--- config.mk ---
export PLATFORM = sky130hd
export DESIGN_NAME = bgr24_to_rgb5a3_colorkey_flat
export DESIGN_NICKNAME = d
export VERILOG_FILES = /design/src/rtl/bgrck_pkg.sv /design/src/rtl/bgrck_byte_if.sv /design/src/rtl/bgrck_rgb_if.sv /design/src/rtl/bgrck_texel_if.sv /design/src/rtl/bgrck_queue.sv /design/src/rtl/bgrck_front.sv /design/src/rtl/bgrck_back.sv /design/src/rtl/bgr24_to_rgb5a3_colorkey.sv /design/src/flat_wrapper.sv
export VERILOG_INCLUDE_DIRS = /design/src /design/src/rtl
export SDC_FILE = /design/constraint.sdc
export NUM_CORES = 1
export LEC_CHECK = 0
export ABC_AREA = 0
export BUFFER_PORTS_ARGS = -buffer_cell sky130_fd_sc_hd__buf_2
export CAP_MARGIN = 15
export CORE_MARGIN = 4
export CORE_UTILIZATION = 48
export CTS_BUF_LIST = sky130_fd_sc_hd__clkbuf_8
export DETAILED_ROUTE_END_ITERATION = 7
export PLACE_DENSITY = 0.66
export SYNTH_ARGS = -nofsm -noshare
export SYNTH_HDL_FRONTEND = slang
export SYNTH_SLANG_ARGS = --single-unit
--- constraint.sdc ---
create_clock -name clk -period 17.5 [get_ports clk]
set_input_delay 0.875 -clock clk [delete_from_list [all_inputs] [get_ports clk]]
set_output_delay 0.875 -clock clk [all_outputs]
set_load 0.005 [all_outputs]
--- src/rtl/bgr24_to_rgb5a3_colorkey_macros.svh ---
// ---------------------------------------------------------------------------
// Assertion macros shared by the color-key converter RTL.
// ---------------------------------------------------------------------------
`ifndef BGR24_TO_RGB5A3_COLORKEY_MACROS_SVH
`define BGR24_TO_RGB5A3_COLORKEY_MACROS_SVH

// Same-cycle implication, sampled on clk and disabled while rst is high.
`define BGRCK_ASSERT_IMP(label, ante, cons, msg) \
  label: assert property (@(posedge clk) disable iff (rst) (ante) |-> (cons)) \
    else $error(msg);

// Next-cycle implication, sampled on clk and disabled while rst is high.
`define BGRCK_ASSERT_NXT(label, ante, cons, msg) \
  label: assert property (@(posedge clk) disable iff (rst) (ante) |=> (cons)) \
    else $error(msg);

`endif

--- src/rtl/bgrck_pkg.sv ---
// ---------------------------------------------------------------------------
// bgrck_pkg
// Types and constants shared by the BGR24 to RGB5A3 color-key converter.
// ---------------------------------------------------------------------------
package bgrck_pkg;

  localparam int MAX_SIDE_DEF    = 1024;
  localparam int MIN_SIDE        = 8;
  localparam int QUEUE_DEPTH_DEF = 4;

  localparam int SIDE_CFG_W  = 11;
  localparam int CHAN_W      = 8;
  localparam int INDEX_W     = 20;
  localparam int WORD_W      = 16;
  localparam int APB_ADDR_W  = 5;
  localparam int APB_DATA_W  = 32;

  localparam logic [SIDE_CFG_W-1:0] SIDE_RESET = SIDE_CFG_W'(8);

  typedef enum logic [2:0] {
    REG_WIDTH     = 3'd0,
    REG_HEIGHT    = 3'd1,
    REG_KEY_RED   = 3'd2,
    REG_KEY_GREEN = 3'd3,
    REG_KEY_BLUE  = 3'd4
  } reg_idx_t;

  typedef enum logic [1:0] {
    PH_BLUE  = 2'd0,
    PH_GREEN = 2'd1,
    PH_RED   = 2'd2
  } phase_t;

  typedef struct packed {
    logic [CHAN_W-1:0] red;
    logic [CHAN_W-1:0] green;
    logic [CHAN_W-1:0] blue;
  } pixel_t;

  typedef struct packed {
    logic [SIDE_CFG_W-1:0] image_width;
    logic [SIDE_CFG_W-1:0] image_height;
    logic [CHAN_W-1:0]     key_red;
    logic [CHAN_W-1:0]     key_green;
    logic [CHAN_W-1:0]     key_blue;
  } cfg_t;

endpackage

--- src/rtl/bgrck_byte_if.sv ---
// ---------------------------------------------------------------------------
// bgrck_byte_if
// Valid/ready channel carrying one bitmap byte per item.
// ---------------------------------------------------------------------------
interface bgrck_byte_if;
  import bgrck_pkg::*;

  logic              valid;
  logic              ready;
  logic [CHAN_W-1:0] byte_value;

  modport source (output valid, output byte_value, input ready);
  modport sink (input valid, input byte_value, output ready);
endinterface

--- src/rtl/bgrck_rgb_if.sv ---
// ---------------------------------------------------------------------------
// bgrck_rgb_if
// Valid/ready channel carrying one assembled BGR pixel per item.
// ---------------------------------------------------------------------------
interface bgrck_rgb_if;
  import bgrck_pkg::*;

  logic   valid;
  logic   ready;
  pixel_t pixel;

  modport source (output valid, output pixel, input ready);
  modport sink (input valid, input pixel, output ready);
endinterface

--- src/rtl/bgrck_texel_if.sv ---
// ---------------------------------------------------------------------------
// bgrck_texel_if
// Valid/ready channel carrying one RGB5A3 texel and its index per item.
// ---------------------------------------------------------------------------
interface bgrck_texel_if;
  import bgrck_pkg::*;

  logic               valid;
  logic               ready;
  logic [INDEX_W-1:0] pixel_index;
  logic [WORD_W-1:0]  pixel_word;
  logic               last_pixel;

  modport source (output valid, output pixel_index, output pixel_word,
                  output last_pixel, input ready);
  modport sink (input valid, input pixel_index, input pixel_word,
                input last_pixel, output ready);
endinterface

--- src/rtl/bgrck_queue.sv ---
// ---------------------------------------------------------------------------
// bgrck_queue
// Small pixel queue between the byte assembler and the packer.
// ---------------------------------------------------------------------------
`include "bgr24_to_rgb5a3_colorkey_macros.svh"

module bgrck_queue #(
  parameter int DEPTH = bgrck_pkg::QUEUE_DEPTH_DEF
) (
  input  logic        clk,
  input  logic        rst,
  bgrck_rgb_if.sink   wr,
  bgrck_rgb_if.source rd
);
  import bgrck_pkg::*;

  localparam int PTR_W = $clog2(DEPTH);
  localparam int CNT_W = $clog2(DEPTH + 1);

  pixel_t           entries [DEPTH];
  logic [PTR_W-1:0] wr_ptr;
  logic [PTR_W-1:0] rd_ptr;
  logic [CNT_W-1:0] count;
  logic             push;
  logic             pop;

  assign wr.ready = (count != CNT_W'(DEPTH));
  assign rd.valid = (count != '0);
  assign rd.pixel = entries[rd_ptr];
  assign push     = wr.valid && wr.ready;
  assign pop      = rd.valid && rd.ready;

  always_ff @(posedge clk) begin
    if (push) begin
      entries[wr_ptr] <= wr.pixel;
    end
  end

  always_ff @(posedge clk) begin
    if (rst) begin
      wr_ptr <= '0;
      rd_ptr <= '0;
      count  <= '0;
    end else begin
      if (push) begin
        wr_ptr <= (wr_ptr == PTR_W'(DEPTH - 1)) ? '0 : wr_ptr + 1'b1;
      end
      if (pop) begin
        rd_ptr <= (rd_ptr == PTR_W'(DEPTH - 1)) ? '0 : rd_ptr + 1'b1;
      end
      if (push && !pop) begin
        count <= count + 1'b1;
      end else if (pop && !push) begin
        count <= count - 1'b1;
      end
    end
  end

  `BGRCK_ASSERT_IMP(a_count_bound, 1'b1, count <= CNT_W'(DEPTH), "queue count above depth")
  `BGRCK_ASSERT_NXT(a_count_up, push && !pop, count == $past(count) + 1'b1, "queue fill lost")
  `BGRCK_ASSERT_NXT(a_count_dn, pop && !push, count == $past(count) - 1'b1, "queue drain lost")

endmodule

--- src/rtl/bgrck_front.sv ---
// ---------------------------------------------------------------------------
// bgrck_front
// Collects blue, green and red bytes and pushes each finished pixel.
// ---------------------------------------------------------------------------
module bgrck_front (
  input  logic         clk,
  input  logic         rst,
  bgrck_byte_if.sink   bytes,
  bgrck_rgb_if.source  pix
);
  import bgrck_pkg::*;

  phase_t            phase;
  phase_t            phase_next;
  logic [CHAN_W-1:0] blue_hold;
  logic [CHAN_W-1:0] green_hold;
  logic              take;

  assign take = bytes.valid && bytes.ready;

  always_comb begin
    phase_next = phase;
    unique case (phase)
      PH_BLUE: begin
        if (take) phase_next = PH_GREEN;
      end
      PH_GREEN: begin
        if (take) phase_next = PH_RED;
      end
      PH_RED: begin
        if (take) phase_next = PH_BLUE;
      end
      default: phase_next = PH_BLUE;
    endcase
  end

  // A red byte completes a pixel, so it is taken only when the queue has room.
  always_comb begin
    bytes.ready = 1'b1;
    pix.valid   = 1'b0;
    unique case (phase) inside
      PH_BLUE, PH_GREEN: begin
        bytes.ready = 1'b1;
      end
      PH_RED: begin
        bytes.ready = pix.ready;
        pix.valid   = bytes.valid;
      end
      default: begin
        bytes.ready = 1'b1;
      end
    endcase
  end

  assign pix.pixel = '{red: bytes.byte_value, green: green_hold, blue: blue_hold};

  always_ff @(posedge clk) begin
    if (rst) begin
      phase <= PH_BLUE;
    end else begin
      phase <= phase_next;
    end
  end

  always_ff @(posedge clk) begin
    if (rst) begin
      blue_hold  <= '0;
      green_hold <= '0;
    end else if (take) begin
      if (phase == PH_BLUE) blue_hold <= bytes.byte_value;
      if (phase == PH_GREEN) green_hold <= bytes.byte_value;
    end
  end

endmodule

--- src/rtl/bgrck_back.sv ---
// ---------------------------------------------------------------------------
// bgrck_back
// Packs queued pixels into RGB5A3, tracks row and column, registers output.
// ---------------------------------------------------------------------------
`include "bgr24_to_rgb5a3_colorkey_macros.svh"

module bgrck_back #(
  parameter int MAX_SIDE = bgrck_pkg::MAX_SIDE_DEF
) (
  input  logic                clk,
  input  logic                rst,
  input  bgrck_pkg::cfg_t     cfg,
  bgrck_rgb_if.sink           pix,
  bgrck_texel_if.source       texels
);
  import bgrck_pkg::*;

  localparam int SW = $clog2(MAX_SIDE + 1);
  localparam int CW = $clog2(MAX_SIDE);
  localparam int PW = SW + CW + 1;
  localparam int IW = (PW > INDEX_W) ? PW : INDEX_W;

  logic [SW-1:0]      w_sat;
  logic [SW-1:0]      h_sat;
  logic [CW-1:0]      row_count;
  logic [CW-1:0]      column_count;
  logic               image_start;
  logic [CW-1:0]      row_cur;
  logic [CW-1:0]      col_cur;
  logic [CW:0]        col_inc;
  logic               wrap;
  logic               last_next;
  logic               key_hit;
  logic [WORD_W-1:0]  word_next;
  logic [IW-1:0]      index_wide;
  logic               pop;
  logic               out_valid;
  logic [INDEX_W-1:0] out_index;
  logic [WORD_W-1:0]  out_word;
  logic               out_last;

  // Sizes outside the supported range are saturated before use.
  always_comb begin
    if (int'(cfg.image_width) < MIN_SIDE) begin
      w_sat = SW'(MIN_SIDE);
    end else if (int'(cfg.image_width) > MAX_SIDE) begin
      w_sat = SW'(MAX_SIDE);
    end else begin
      w_sat = SW'(cfg.image_width);
    end
    if (int'(cfg.image_height) < MIN_SIDE) begin
      h_sat = SW'(MIN_SIDE);
    end else if (int'(cfg.image_height) > MAX_SIDE) begin
      h_sat = SW'(MAX_SIDE);
    end else begin
      h_sat = SW'(cfg.image_height);
    end
  end

  // The first pixel of an image lands in the top row, column zero.
  assign row_cur   = image_start ? CW'(h_sat - 1'b1) : row_count;
  assign col_cur   = image_start ? '0 : column_count;
  assign col_inc   = {1'b0, col_cur} + 1'b1;
  assign wrap      = ((SW + 1)'(col_inc) >= (SW + 1)'(w_sat));
  assign last_next = wrap && (row_cur == '0);

  assign key_hit = (pix.pixel.red == cfg.key_red) && (pix.pixel.green == cfg.key_green)
                   && (pix.pixel.blue == cfg.key_blue);

  always_comb begin
    if (key_hit) begin
      word_next = {4'b0000, pix.pixel.red[7:4], pix.pixel.green[7:4], pix.pixel.blue[7:4]};
    end else begin
      word_next = {1'b1, pix.pixel.red[7:3], pix.pixel.green[7:3], pix.pixel.blue[7:3]};
    end
  end

  assign index_wide = IW'(w_sat) * IW'(row_cur) + IW'(col_cur);

  assign pop       = pix.valid && (!out_valid || texels.ready);
  assign pix.ready = !out_valid || texels.ready;

  always_ff @(posedge clk) begin
    if (rst) begin
      image_start  <= 1'b1;
      row_count    <= '0;
      column_count <= '0;
    end else if (pop) begin
      if (wrap) begin
        column_count <= '0;
        if (row_cur == '0) begin
          image_start <= 1'b1;
        end else begin
          image_start <= 1'b0;
          row_count   <= row_cur - 1'b1;
        end
      end else begin
        image_start  <= 1'b0;
        column_count <= col_inc[CW-1:0];
        row_count    <= row_cur;
      end
    end
  end

  always_ff @(posedge clk) begin
    if (rst) begin
      out_valid <= 1'b0;
    end else if (pop) begin
      out_valid <= 1'b1;
    end else if (texels.ready) begin
      out_valid <= 1'b0;
    end
  end

  always_ff @(posedge clk) begin
    if (pop) begin
      out_index <= index_wide[INDEX_W-1:0];
      out_word  <= word_next;
      out_last  <= last_next;
    end
  end

  assign texels.valid       = out_valid;
  assign texels.pixel_index = out_index;
  assign texels.pixel_word  = out_word;
  assign texels.last_pixel  = out_last;

  `BGRCK_ASSERT_NXT(a_pop_fills, pop, out_valid, "popped pixel not registered")
  `BGRCK_ASSERT_IMP(a_last_restart, out_valid && out_last, image_start, "no restart after last pixel")
  `BGRCK_ASSERT_IMP(a_last_column, out_valid && out_last, column_count == '0, "column not cleared at last pixel")

endmodule

--- src/rtl/bgr24_to_rgb5a3_colorkey.sv ---
// ---------------------------------------------------------------------------
// bgr24_to_rgb5a3_colorkey
// Converts a 24-bit bottom-up bitmap byte stream into RGB5A3 texels.
// ---------------------------------------------------------------------------
// The block takes one bitmap byte per clock cycle in blue, green, red order,
// except while a red byte waits for room in the queue, and delivers one texel
// for every third byte, with no bubbles on the byte side for a continuous
// stream while the queue has room. A byte goes into the assembler, the
// finished pixel waits in a small queue, and the packer multiplies width by
// row and registers the texel. The queue and the output register let the byte
// side keep flowing while the texel side stalls, until the queue fills. Image
// size and key color are set over the APB port and must only be written while
// no pixel is in flight.
module bgr24_to_rgb5a3_colorkey #(
  parameter int MAX_SIDE    = bgrck_pkg::MAX_SIDE_DEF,
  parameter int QUEUE_DEPTH = bgrck_pkg::QUEUE_DEPTH_DEF
) (
  input  logic                             clk,
  input  logic                             rst,
  input  logic                             psel,
  input  logic                             penable,
  input  logic                             pwrite,
  input  logic [bgrck_pkg::APB_ADDR_W-1:0] paddr,
  input  logic [bgrck_pkg::APB_DATA_W-1:0] pwdata,
  output logic [bgrck_pkg::APB_DATA_W-1:0] prdata,
  output logic                             pready,
  bgrck_byte_if.sink                       bytes,
  bgrck_texel_if.source                    texels
);
  import bgrck_pkg::*;

  cfg_t     cfg;
  reg_idx_t reg_sel;
  logic     cfg_write;

  bgrck_rgb_if q_in ();
  bgrck_rgb_if q_out ();

  assign pready    = 1'b1;
  assign reg_sel   = reg_idx_t'(paddr[4:2]);
  assign cfg_write = psel && penable && pwrite;

  always_ff @(posedge clk) begin
    if (rst) begin
      cfg.image_width  <= SIDE_RESET;
      cfg.image_height <= SIDE_RESET;
      cfg.key_red      <= '0;
      cfg.key_green    <= '0;
      cfg.key_blue     <= '0;
    end else if (cfg_write) begin
      case (reg_sel)
        REG_WIDTH:     cfg.image_width  <= pwdata[SIDE_CFG_W-1:0];
        REG_HEIGHT:    cfg.image_height <= pwdata[SIDE_CFG_W-1:0];
        REG_KEY_RED:   cfg.key_red      <= pwdata[CHAN_W-1:0];
        REG_KEY_GREEN: cfg.key_green    <= pwdata[CHAN_W-1:0];
        REG_KEY_BLUE:  cfg.key_blue     <= pwdata[CHAN_W-1:0];
        default: ;
      endcase
    end
  end

  always_comb begin
    unique case (reg_sel)
      REG_WIDTH:     prdata = APB_DATA_W'(cfg.image_width);
      REG_HEIGHT:    prdata = APB_DATA_W'(cfg.image_height);
      REG_KEY_RED:   prdata = APB_DATA_W'(cfg.key_red);
      REG_KEY_GREEN: prdata = APB_DATA_W'(cfg.key_green);
      REG_KEY_BLUE:  prdata = APB_DATA_W'(cfg.key_blue);
      default:       prdata = '0;
    endcase
  end

  bgrck_front u_front (
    .clk   (clk),
    .rst   (rst),
    .bytes (bytes),
    .pix   (q_in)
  );

  bgrck_queue #(
    .DEPTH (QUEUE_DEPTH)
  ) u_queue (
    .clk (clk),
    .rst (rst),
    .wr  (q_in),
    .rd  (q_out)
  );

  bgrck_back #(
    .MAX_SIDE (MAX_SIDE)
  ) u_back (
    .clk    (clk),
    .rst    (rst),
    .cfg    (cfg),
    .pix    (q_out),
    .texels (texels)
  );

endmodule

--- src/flat_wrapper.sv ---
// flat-port wrapper written by rule: the top's interface ports become plain ports
module bgr24_to_rgb5a3_colorkey_flat import bgrck_pkg::*;
#(
  parameter int MAX_SIDE    = bgrck_pkg::MAX_SIDE_DEF,
  parameter int QUEUE_DEPTH = bgrck_pkg::QUEUE_DEPTH_DEF
)
  (clk, rst, psel, penable, pwrite, paddr, pwdata, prdata, pready, bytes_valid, bytes_byte_value, bytes_ready, texels_valid, texels_pixel_index, texels_pixel_word, texels_last_pixel, texels_ready);
  bgrck_byte_if bytes_i ();
  bgrck_texel_if texels_i ();
  input  logic clk;
  input  logic rst;
  input  logic psel;
  input  logic penable;
  input  logic pwrite;
  input  logic [bgrck_pkg::APB_ADDR_W-1:0] paddr;
  input  logic [bgrck_pkg::APB_DATA_W-1:0] pwdata;
  output logic [bgrck_pkg::APB_DATA_W-1:0] prdata;
  output logic pready;
  input wire logic [$bits(bytes_i.valid)-1:0] bytes_valid;
  input wire logic [$bits(bytes_i.byte_value)-1:0] bytes_byte_value;
  output wire logic [$bits(bytes_i.ready)-1:0] bytes_ready;
  output wire logic [$bits(texels_i.valid)-1:0] texels_valid;
  output wire logic [$bits(texels_i.pixel_index)-1:0] texels_pixel_index;
  output wire logic [$bits(texels_i.pixel_word)-1:0] texels_pixel_word;
  output wire logic [$bits(texels_i.last_pixel)-1:0] texels_last_pixel;
  input wire logic [$bits(texels_i.ready)-1:0] texels_ready;
  assign bytes_i.valid = bytes_valid;
  assign bytes_i.byte_value = bytes_byte_value;
  assign bytes_ready = bytes_i.ready;
  assign texels_valid = texels_i.valid;
  assign texels_pixel_index = texels_i.pixel_index;
  assign texels_pixel_word = texels_i.pixel_word;
  assign texels_last_pixel = texels_i.last_pixel;
  assign texels_i.ready = texels_ready;
  bgr24_to_rgb5a3_colorkey #(.MAX_SIDE(MAX_SIDE), .QUEUE_DEPTH(QUEUE_DEPTH)) u_core (.clk(clk), .rst(rst), .psel(psel), .penable(penable), .pwrite(pwrite), .paddr(paddr), .pwdata(pwdata), .prdata(prdata), .pready(pready), .bytes(bytes_i), .texels(texels_i));
endmodule
==> metrics.md <==
| Metric | Value |
|---|---|
| Tmin final | 7.42 ns |
| Largest net degree at the start of global routing | 93 |
| Grt ovf | 0 |
| Adder-cell share of the synthesized area | 0.179 |
| Num CTS Buffers | 42 |
| Arr. time, crit path | 7.71 ns |
| Power Dens Cells | 107 nW/um^2 |
| CTS tree | built |
| Worst rel slew slack | 0.280 |
| Top delay family on crit path | adder cells |
| First-pass GRT wire length | 52.1 mm |
| Worst r2r path cells | 24 |
| Post-synthesis simple-gate area fraction | 0.134 |
| Kind of critical path | reg -> reg |
| Mean post-synth cell area | 10.8 sq um |
| Post-synthesis cell count | 1,328 |
| GP Congestion | 0.923 |
| Seq/Total Area, Yosys | 0.412 |
| Ys Warns | 0 |
| Status | completed |
| XOR/XNOR Fraction of Synth Area | 0.0361 |
| Std cell rows | 62 |
| Worst Hold Path Cells | 1 |
| Worst min path class | reg -> reg |
| # diodes | 0 |
| Htree depth | 2 |
| Drt drc | 0 |
| Slew @ Worst Pin | 1.08 ns |
| Final worst path period share | 0.424 |
| Post-Syn Area | 14,300 sq um |
| Clock Sinks | 228 |
| Asr flop ratio synth | 0 |
| Vias in the first global route | 9,897 |
| Non-filler cells, final | 1,821 |
| Total Routing Usage GR | 0.194 |
| Worst VDD drop | 0.0945 mV |
| DRT iter0 DRCs | 550 |
| DP Cell Count | 1,746 |
| R2R Setup Slk | 10.08 ns |
| Hold Path Origin | u_core.u_front.phase[1]$_SDFFE_PP0P_ |
| Initial Utilization | 0.493 |
| Flip-flop and latch count after synthesis | 228 |
| Io pins | 124 |
| Crit Path Max Fanout | 10 |
| Clock tree buffer depth | 3 |
| Post-synth EDFFs | 133 |
| CTS root buf | clkbuf_8 |
| Final hold vios | 0 |
| RSZ-0062 raised after global routing | false |
| Largest family of logic cells by synthesized area | adder cells |
| Synth Area in Compound Gates | 0.0704 |
| Cts hold-fix bufs | 0 |
| Final Util | 0.545 |
| CP most frequent cell | fa_1 |
| Core area | 29,000 sq um |
| Port bufs | 78 |
| Main flop type after synthesis | edfxtp_1 |
| Buf/Inv on CP | 4 |
| Post-CTS Resized | 0 |
| Initial DRT Pass Iterations | 6 |
| Crit. End Element | flip-flop |
| Cell chain of the critical path | nor4_4 > a21oi_1 > nand2_1 > ha_1 > nor3b_1 > o311ai_0 > o21ai_1 > nor2_1 > fa_1 > inv_1 > fa_1 > fa_1 > inv_1 > fa_1 > inv_1 > fa_1 > inv_1 > ha_1 > and3_1 > o211ai_1 > a31oi_1 > a211o_1 > a21oi_1 > xnor2_1 |
| R2R Path Start | u_core.cfg[29]$_SDFFE_PP0P_ |
| Max_cap viols | 0 |
| # nets final | 1,616 |
| Startpoint types | flip-flop |
| Initial antenna violation count | 4 |
| Post-CTS setup buffer count | 0 |
| Unique masters post-synth | 76 |
| HPWL after DPL | 23.1 mm |
| Vias | 9,818 |
| DIE WIDTH | 181 microns |
| CP peak stage delay | 0.79 ns |
| Worst EP required | 17.79 ns |
| Total power | 1.69 mW |
| Max-slew violation count | 0 |
| Die ar. | 32,600 sq um |
| Post-synthesis mux area share | 0.0986 |
| Worst hold endpoint | u_core.u_front.phase[0]$_SDFFE_PP0P_ |
| Layout area overhead | 10.6% |
| Vias per std cell | 5.39 |
| Routed WL per cell | 17.6 microns |
| Fraction of final layout cells with drive strength greater than 1 | 0.150 |
| Die Ht | 181 microns |
| Layout Skew | 0.0332 ns |
| Clk_lat worst skew | 0.56 ns |
| Detailed Route WL | 32.1 mm |
| Fmax | 135 MHz |
| RR Endpoint | u_core.u_back.texels.pixel_index[18]$_DFFE_PP_ |
| Setup TNS | 0 ns |
| Final Setup Violations | 0 |
| Reg clk slew, reported paths | 0.06 ns |
| Detail Route Antenna Nets | 0 |
| Slowest stage cell, crit path | o21ai_1 |
| LEAKAGE | 6.70 nW |
## state kept, by name, indices dropped and copies added (netlist names), 3 cells and up, named ones only
| name | cells |
|---|---|
| u_core.u_queue.entries | 96 |
| u_core.cfg | 46 |
| u_core.u_back.texels.pixel_index | 20 |
| u_core.u_back.texels.pixel_word | 16 |
| u_core.u_back.column_count | 10 |
| u_core.u_back.row_count | 10 |
| u_core.u_front.blue_hold | 8 |
| u_core.u_front.green_hold | 8 |
| u_core.u_queue.count | 3 |
## logic make-up after synthesis
| family | Yosys count |
|---|---|
| AO/OA/AOI/OAI | 144 |
| XOR/XNOR | 59 |
| multiplexers | 108 |
| AND/OR/NAND/NOR | 403 |
| other | 2 |
| flip-flops | 228 |
| adder cells (fa/ha/maj) | 157 |
| buffers and inverters | 227 |
## area by class of cell
class / instances / area, sq um
fillers: 2601 / 13200
multi-input cells: 893 / 7520
flip-flops and latches: 228 / 5900
clock buffers: 50 / 688
inverters: 146 / 548
repair buffers: 96 / 526
well taps: 384 / 480
clock inverters: 24 / 151
## metrics by stage
stage | area [sq um] | hold WS (ns) | setup slack (ns)
2_1_floorplan | 14400 | 0.427 | 10.88
5_1_grt | 15800 | 0.493 | 9.62
3_5_place_dp | 15000 | 0.449 | 10.14
4_1_cts | 15800 | 0.466 | 10.11
3_3_place_gp | 15000 | 0.437 | 10.23
6_report | 15800 | 0.465 | 10.08
## per-layer routing
| metal | vias up | share of wire | track usage |
|---|---|---|---|
| li1 | 4697 | - | - |
| met3 | 50 | 0.055 | 0.0400 |
| met5 | - | 0.0011 | 0 |
| met4 | 8 | 0.016 | 0.0423 |
| met1 | 4830 | 0.47 | 0.275 |
| met2 | 233 | 0.46 | 0.313 |
## layout by cell type (no fill, tap or decap), types with 8 or more instances in the layout
cell      synthesis  layout
conb_1            2      22
nand2_1          98      98
ha_1             77      77
fa_1             80      80
nand3_1          29      29
edfxtp_1        133     133
buf_4            24      18
mux2_2           15      15
buf_2             2      78
a22oi_1          16      16
nand2b_1         12      12
xor2_1           19      19
a21oi_1          41      41
nor2_1          149     149
mux4_2           24      24
mux2_1            8       8
and2_1           15      15
nor3_1           19      19
nand4_1           8       8
o22ai_1           9       9
clkbuf_8          0      50
xnor2_1          40      40
dfxtp_1          95      95
a21o_1            8       8
and3_1           13      13
inv_1           144     158
o21ai_0           9       9
mux2i_1          61      61
nor2b_1          19      19
## how the worst max path moves through the flow
stage / from / depth (start not counted) / endpoint / slack, ns
after global placement: u_core.cfg[29]$_SDFFE_PP0P_ / 24 / u_core.u_back.texels.pixel_index[19]$_DFFE_PP_ / 10.23
after detailed placement: u_core.cfg[29]$_SDFFE_PP0P_ / 24 / u_core.u_back.texels.pixel_index[18]$_DFFE_PP_ / 10.14
after floorplan: u_core.cfg[29]$_SDFFE_PP0P_ / 27 / u_core.u_back.texels.pixel_index[18]$_DFFE_PP_ / 10.88
final: u_core.cfg[29]$_SDFFE_PP0P_ / 24 / u_core.u_back.texels.pixel_index[18]$_DFFE_PP_ / 10.08
after CTS: u_core.cfg[29]$_SDFFE_PP0P_ / 24 / u_core.u_back.texels.pixel_index[18]$_DFFE_PP_ / 10.11
after global routing: u_core.cfg[29]$_SDFFE_PP0P_ / 23 / u_core.u_back.texels.pixel_index[19]$_DFFE_PP_ / 9.62
## report_power, final
group          internal, mW  leakage, nW  switching, mW  total [mW]
Combinational         0.192         4.20          0.314       0.507
Sequential            0.654         2.01         0.0249       0.679
Clock                 0.276        0.486          0.225       0.502
## cells in the mapped netlist, types with 13 or more instances
| library cell | instances | area share |
|---|---|---|
| nor2_1 | 149 | 0.039 |
| inv_1 | 144 | 0.038 |
| edfxtp_1 | 133 | 0.28 |
| nand2_1 | 98 | 0.026 |
| dfxtp_1 | 95 | 0.13 |
| fa_1 | 80 | 0.11 |
| ha_1 | 77 | 0.067 |
| mux2i_1 | 61 | 0.043 |
| clkbuf_1 | 43 | 0.011 |
| a21oi_1 | 41 | 0.014 |
| xnor2_1 | 40 | 0.025 |
| nand3_1 | 29 | 0.010 |
| buf_4 | 24 | 0.013 |
| mux4_2 | 24 | 0.038 |
| nor2b_1 | 19 | 0.0083 |
| nor3_1 | 19 | 0.0067 |
| xor2_1 | 19 | 0.012 |
| a22oi_1 | 16 | 0.0084 |
| and2_1 | 15 | 0.0066 |
| mux2_2 | 15 | 0.012 |
| and3_1 | 13 | 0.0057 |
(Power assumes the default switching activity.)
